$ cat src/rtl/core/osli_pkg.sv
`timescale 1ns / 1ps

package osli_pkg;

   // Fixed field widths of the ports
   localparam int ACTION_W  = 3;
   localparam int IN_SEQ_W  = 32;
   localparam int OUT_SEQ_W = 32;
   localparam int INDEX_W   = 10;
   localparam int STATUS_W  = 2;
   localparam int COUNT_W   = 11;

   // Defaults for the top-level parameters
   localparam int DEPTH_DEF     = 1024;
   localparam int SEQ_WIDTH_DEF = 32;

   // Action codes
   localparam logic [ACTION_W-1:0] ACT_PUSH      = 3'd0;
   localparam logic [ACTION_W-1:0] ACT_BEGIN_ALL = 3'd1;
   localparam logic [ACTION_W-1:0] ACT_BEGIN_REL = 3'd2;
   localparam logic [ACTION_W-1:0] ACT_NEXT      = 3'd3;
   localparam logic [ACTION_W-1:0] ACT_LOOKUP    = 3'd4;

   // Status codes
   localparam logic [STATUS_W-1:0] ST_OK      = 2'd0;
   localparam logic [STATUS_W-1:0] ST_NOT_INC = 2'd1;
   localparam logic [STATUS_W-1:0] ST_FULL    = 2'd2;
   localparam logic [STATUS_W-1:0] ST_NULL    = 2'd3;

   // Datapath commands issued by the controller
   typedef enum logic [3:0] {
      CMD_NONE,
      CMD_LOAD,
      CMD_PUSH,
      CMD_BEGIN_ALL,
      CMD_NEXT,
      CMD_SEARCH_INIT,
      CMD_SEARCH_READ,
      CMD_SEARCH_STEP,
      CMD_MISS,
      CMD_HIT,
      CMD_FETCH,
      CMD_OTHER,
      CMD_EMIT
   } dp_op_type;

   // Status flags reported back by the datapath
   typedef struct packed {
      logic [ACTION_W-1:0] action;
      logic                fetch_ok;     // begin/next will read an entry
      logic                range_empty;  // search window exhausted
      logic                cmp_eq;       // probed entry equals key
      logic                hit_ok;       // relative begin has entries to walk
      logic                out_free;     // result register can take an item
   } dp_stat_type;

endpackage

$ cat src/rtl/core/osli_ctrl.sv
`timescale 1ns / 1ps

module osli_ctrl
   import osli_pkg::*;
(
   input  logic        clock,
   input  logic        reset,
   input  logic        req_valid,
   output logic        req_ready,
   input  dp_stat_type stat,
   output dp_op_type   cmd
);

   typedef enum logic [2:0] {
      S_IDLE,
      S_DISPATCH,
      S_SRCH_RD,
      S_SRCH_CMP,
      S_FETCH,
      S_DONE
   } state_type;

   state_type state_ff;
   state_type state_in;

   assign req_ready = (state_ff == S_IDLE);

   always_comb begin
      state_in = state_ff;
      cmd      = CMD_NONE;
      unique case (state_ff)
         S_IDLE: begin
            if (req_valid) begin
               cmd      = CMD_LOAD;
               state_in = S_DISPATCH;
            end
         end
         S_DISPATCH: begin
            unique case (stat.action)
               ACT_PUSH: begin
                  cmd      = CMD_PUSH;
                  state_in = S_DONE;
               end
               ACT_BEGIN_ALL: begin
                  cmd      = CMD_BEGIN_ALL;
                  state_in = stat.fetch_ok ? S_FETCH : S_DONE;
               end
               ACT_NEXT: begin
                  cmd      = CMD_NEXT;
                  state_in = stat.fetch_ok ? S_FETCH : S_DONE;
               end
               ACT_BEGIN_REL, ACT_LOOKUP: begin
                  cmd      = CMD_SEARCH_INIT;
                  state_in = S_SRCH_RD;
               end
               default: begin
                  cmd      = CMD_OTHER;
                  state_in = S_DONE;
               end
            endcase
         end
         S_SRCH_RD: begin
            if (stat.range_empty) begin
               cmd      = CMD_MISS;
               state_in = S_DONE;
            end else begin
               cmd      = CMD_SEARCH_READ;
               state_in = S_SRCH_CMP;
            end
         end
         S_SRCH_CMP: begin
            if (stat.cmp_eq) begin
               cmd = CMD_HIT;
               if (stat.action == ACT_BEGIN_REL && stat.hit_ok) begin
                  state_in = S_FETCH;
               end else begin
                  state_in = S_DONE;
               end
            end else begin
               cmd      = CMD_SEARCH_STEP;
               state_in = S_SRCH_RD;
            end
         end
         S_FETCH: begin
            cmd      = CMD_FETCH;
            state_in = S_DONE;
         end
         S_DONE: begin
            if (stat.out_free) begin
               cmd      = CMD_EMIT;
               state_in = S_IDLE;
            end
         end
         default: begin
            state_in = S_IDLE;
         end
      endcase
   end

   always_ff @(posedge clock) begin
      if (reset) begin
         state_ff <= S_IDLE;
      end else begin
         state_ff <= state_in;
      end
   end

   // accepted item always goes to dispatch
   a_accept_dispatch: assert property (@(posedge clock) disable iff (reset)
      (req_valid && req_ready) |=> state_ff == S_DISPATCH)
      else $error("accepted item not dispatched");

   // finished result waits while the result register is busy
   a_done_holds: assert property (@(posedge clock) disable iff (reset)
      (state_ff == S_DONE && !stat.out_free) |=> state_ff == S_DONE)
      else $error("result dropped while output busy");

   // a probe compare only follows a probe read
   a_cmp_after_rd: assert property (@(posedge clock) disable iff (reset)
      state_ff == S_SRCH_CMP |-> $past(state_ff) == S_SRCH_RD)
      else $error("compare without read");

endmodule

$ cat config.mk
export PLATFORM = sky130hd
export DESIGN_NAME = osli_ctrl
export DESIGN_NICKNAME = d
export VERILOG_FILES = /design/src/rtl/core/osli_pkg.sv /design/src/rtl/core/osli_ctrl.sv
export SDC_FILE = /design/constraint.sdc
export NUM_CORES = 1
export LEC_CHECK = 0
export BUFFER_PORTS_ARGS = -buffer_cell sky130_fd_sc_hd__buf_2
export CORE_AREA = 2 2 39 41
export CTS_BUF_LIST = sky130_fd_sc_hd__clkbuf_8
export CTS_CLUSTER_DIAMETER = 50
export DETAILED_ROUTE_END_ITERATION = 10
export DIE_AREA = 0 0 41 43
export HOLD_SLACK_MARGIN = 0.15
export SLEW_MARGIN = 20
export SYNTH_ARGS = -nofsm -noshare
export SYNTH_HDL_FRONTEND = slang
export SYNTH_SLANG_ARGS = --single-unit
$ cat constraint.sdc
create_clock -name clock -period 1.09 [get_ports clock]
set_input_delay 0.1635 -clock clock [delete_from_list [all_inputs] [get_ports clock]]
set_output_delay 0.1635 -clock clock [all_outputs]
set_load 0.01 [all_outputs]
==> impl_metrics.yaml <==
route:
  wirelength_um: 1470
  via_per_inst: 5.44
  drtAntennaViolNets: 0
  num_vias: 549
  drc_errors: 0
  wl_per_cell_um: 14.5
  detail_route.first_pass.iterations: 4
  drtIter0Drc: 2
critical_path:
  arrival_ps: 1360
  r2r_end: "state_ff[0]"
  cp-start-kind: "flip-flop"
  critical-path-top-delay-family: "simple AND/OR/NAND/NOR gates"
  cp.required_ps: 930
  criticalPathCategory: "flip-flop to output port"
  path_cells: "or3b_4 > and3_4 > o21ai_2 > buf_2"
  worstPathMaxFanout: 4
  cp_num_buf_inv: 1
  crit_slowest_cell: "or3b_4"
  max_stage_delay_ps: 400
  rr_worst_depth: 6
  r2r_start: "state_ff[1]"
  critPathCaptureType: "output port"
  rrSetupSlack_ps: -350
cells_and_area:
  area_growth_pct: 105
  regMostFlops: "state_ff"
  finalCoreUtilization_pct: 55.5
  num-nets-final: 97
  diodes: 0
  layout_commonest_cell: "buf_2"
  largest_register_ffs: 3
  fin_cells: 101
  top_regs: "state_ff: 3 flops"
  layout_common_cells: "buf_2 (14), buf_4 (10), buf_6 (9)"
  drive_gt1_share_pct: 62.4
floorplanning:
  coreArea_mm2: 0.00138
  die-area_mm2: 0.00176
  row_count: 14
  die_y_um: 43
  die_x_um: 41
  initial_core_util_pct: 27.0
  ios: 16
sta:
  max_slew_margin_pct: 67.8
  skew_ps: 7.15
  period_share_pct: 140
  hold_violations: 0
  fin_crit_ps: 1520
  setup_viol: 8
  hold_ws_ps: 269
  slew_violations: 0
  worst_slack_ps: -431
  clock.fmax_mhz: 657
  worst_slew_pin_slew_ps: 477
  rsz0062_at_grt: "true"
placed_design:
  io_buffers: 15
  place_congestion: 0.749
  dp_hpwl_um: 868
  dp.cells: 90
synthesis:
  synth.avg_cell_area_um2: 7.48
  syn_nets: 61
  ys_warn_count: 0
  synth_seq_area_share_pct: 16.1
  synth.distinct_cells: 34
  synth-seq-cells: 3
  synth_cells: 50
  syn_area_um2: 374
hold_path:
  hold_end: "state_ff[2]"
  hp-start: "reset"
  hold_class: "primary input to flip-flop"
  holdPathStages: 3
power_and_ir_drop:
  leakagePower_nw: 0.341
  pwr_density_cell_mw_per_mm2: 1220
  ir_drop_uv: 524
  finalPower_uw: 937
global_routing:
  grt_pass1_wl_um: 2010
  grt_pass1_vias: 507
  grt_max_degree: 13
  antenna_found_initial: 0
  grt_overflow_total: 0
  grt.total_usage_pct: 17.6
clocking:
  clock_path_buffers: 2
  cts_sinks: 3
  numCtsBuffers: 3
  clkSlewWorstSetupHoldPaths_ps: 40
  cts_max_level: 1
  clock_latency_ps: 230
  clockRootBuffer: "clkbuf_8"
  cts_tree: "built"
run_status:
  violations: "setup timing"
  status: "finished with violations"
job:
  cap_viol_max_count: 0
==> layer usage <==
metal / up-vias / share of wire, % / GRT usage (%)
met5: - / 0 / 0
met4: 0 / 3.3 / 12.0
met3: 5 / 4.0 / 0
met2: 18 / 55 / 30.3
met1: 267 / 37 / 19.3
li1: 259 / - / -
==> power by group <==
| part | internal (mW) | leakage (nW) | switching [mW] | total [mW] |
|---|---|---|---|---|
| registers | 0.126 | 0.0264 | 0.0175 | 0.143 |
| logic | 0.267 | 0.288 | 0.197 | 0.464 |
| clock network | 0.241 | 0.0269 | 0.0890 | 0.330 |
| total | 0.634 | 0.341 | 0.303 | 0.937 |
==> Yosys cell counts <==
| master | count | area, um2 |
|---|---|---|
| nor2b_1 | 2 | 12.5 |
| o2111ai_1 | 1 | 8.76 |
| nand2_1 | 4 | 15.0 |
| buf_4 | 1 | 7.51 |
| or3b_1 | 1 | 8.76 |
| nand2b_1 | 2 | 12.5 |
| a22oi_1 | 1 | 7.51 |
| nand4b_1 | 1 | 8.76 |
| buf_2 | 4 | 20.0 |
| a31oi_1 | 1 | 6.26 |
| dfxtp_1 | 3 | 60.1 |
| o211ai_1 | 1 | 7.51 |
| o31a_1 | 1 | 8.76 |
| or4_1 | 1 | 7.51 |
| o311ai_0 | 1 | 8.76 |
| a21o_1 | 1 | 7.51 |
| mux2i_1 | 1 | 10.0 |
| nor3_1 | 1 | 5.00 |
| nor3b_1 | 1 | 7.51 |
| or3_1 | 1 | 6.26 |
| inv_1 | 4 | 15.0 |
| and3_1 | 1 | 6.26 |
| nand3b_1 | 1 | 7.51 |
| a311o_1 | 1 | 10.0 |
| a311oi_1 | 1 | 8.76 |
| a22o_1 | 1 | 8.76 |
| a21oi_1 | 2 | 10.0 |
| a211oi_2 | 1 | 12.5 |
| nor2_1 | 2 | 7.51 |
| o21ai_0 | 1 | 5.00 |
| a221o_1 | 1 | 10.0 |
| xnor2_1 | 2 | 17.5 |
| nand4bb_1 | 1 | 11.3 |
| o31ai_1 | 1 | 7.51 |
==> through the flow <==
| step | instance area, um2 | worst slack [ps] | TNS [ps] |
|---|---|---|---|
| after floorplan | 397 | -155 | -792 |
| after global placement | 563 | -307 | -1450 |
| after detailed placement | 563 | -302 | -1540 |
| after CTS | 721 | -412 | -2470 |
| after global routing | 768 | -480 | -3200 |
| final | 768 | -431 | -2860 |
==> worst max path at each step <==
stage | from | end | slack, ps | depth (start not counted)
6_report | state_ff[0] | cmd[3] | -430 | 4
5_1_grt | state_ff[0] | cmd[1] | -480 | 5
4_1_cts | state_ff[1] | cmd[1] | -410 | 4
3_5_place_dp | state_ff[0] | cmd[1] | -300 | 4
3_3_place_gp | state_ff[0] | cmd[2] | -310 | 5
2_1_floorplan | state_ff[1] | cmd[3] | -150 | 4
==> timing repair <==
| action | in CTS | in global routing |
|---|---|---|
| buffers inserted | 7 | 1 |
| hold buffers | 1 | 0 |
| hold endpoints to repair | 1 | 0 |
| pin swaps | 7 | 4 |
| resized for setup | 19 | 9 |
| setup endpoints to repair | 8 | 8 |
==> worst reg2reg max path, delay by kind of cell, from the launching register on <==
kind | cells | cell delay, ps
AO/OA/AOI/OAI | 3 | 640
buffers and inverters | 3 | 370
flip-flops | 1 | 330
==> cells by family (layout without fill, tap and decap cells) <==
kind of cell / count (synthesis) / count (layout) / synth area share, %
flops: 3 / 3 / 16.1
mux: 1 / 1 / 2.68
simple gates: 19 / 19 / 31.1
buf+inv: 9 / 44 / 11.4
compound gates: 16 / 16 / 34.1
xor+xnor: 2 / 2 / 4.68
==> final cells by class <==
cell class | count | area (um2)
Tap cell | 16 | 20.0
Clock buffer | 3 | 41.3
Clock inverter | 1 | 3.75
Multi-Input combinational cell | 38 | 323
Timing Repair Buffer | 36 | 292
Sequential cell | 3 | 68.8
Inverter | 4 | 20.0
Fill cell | 135 | 616
Note: power is estimated with default switching activity, not from simulation.
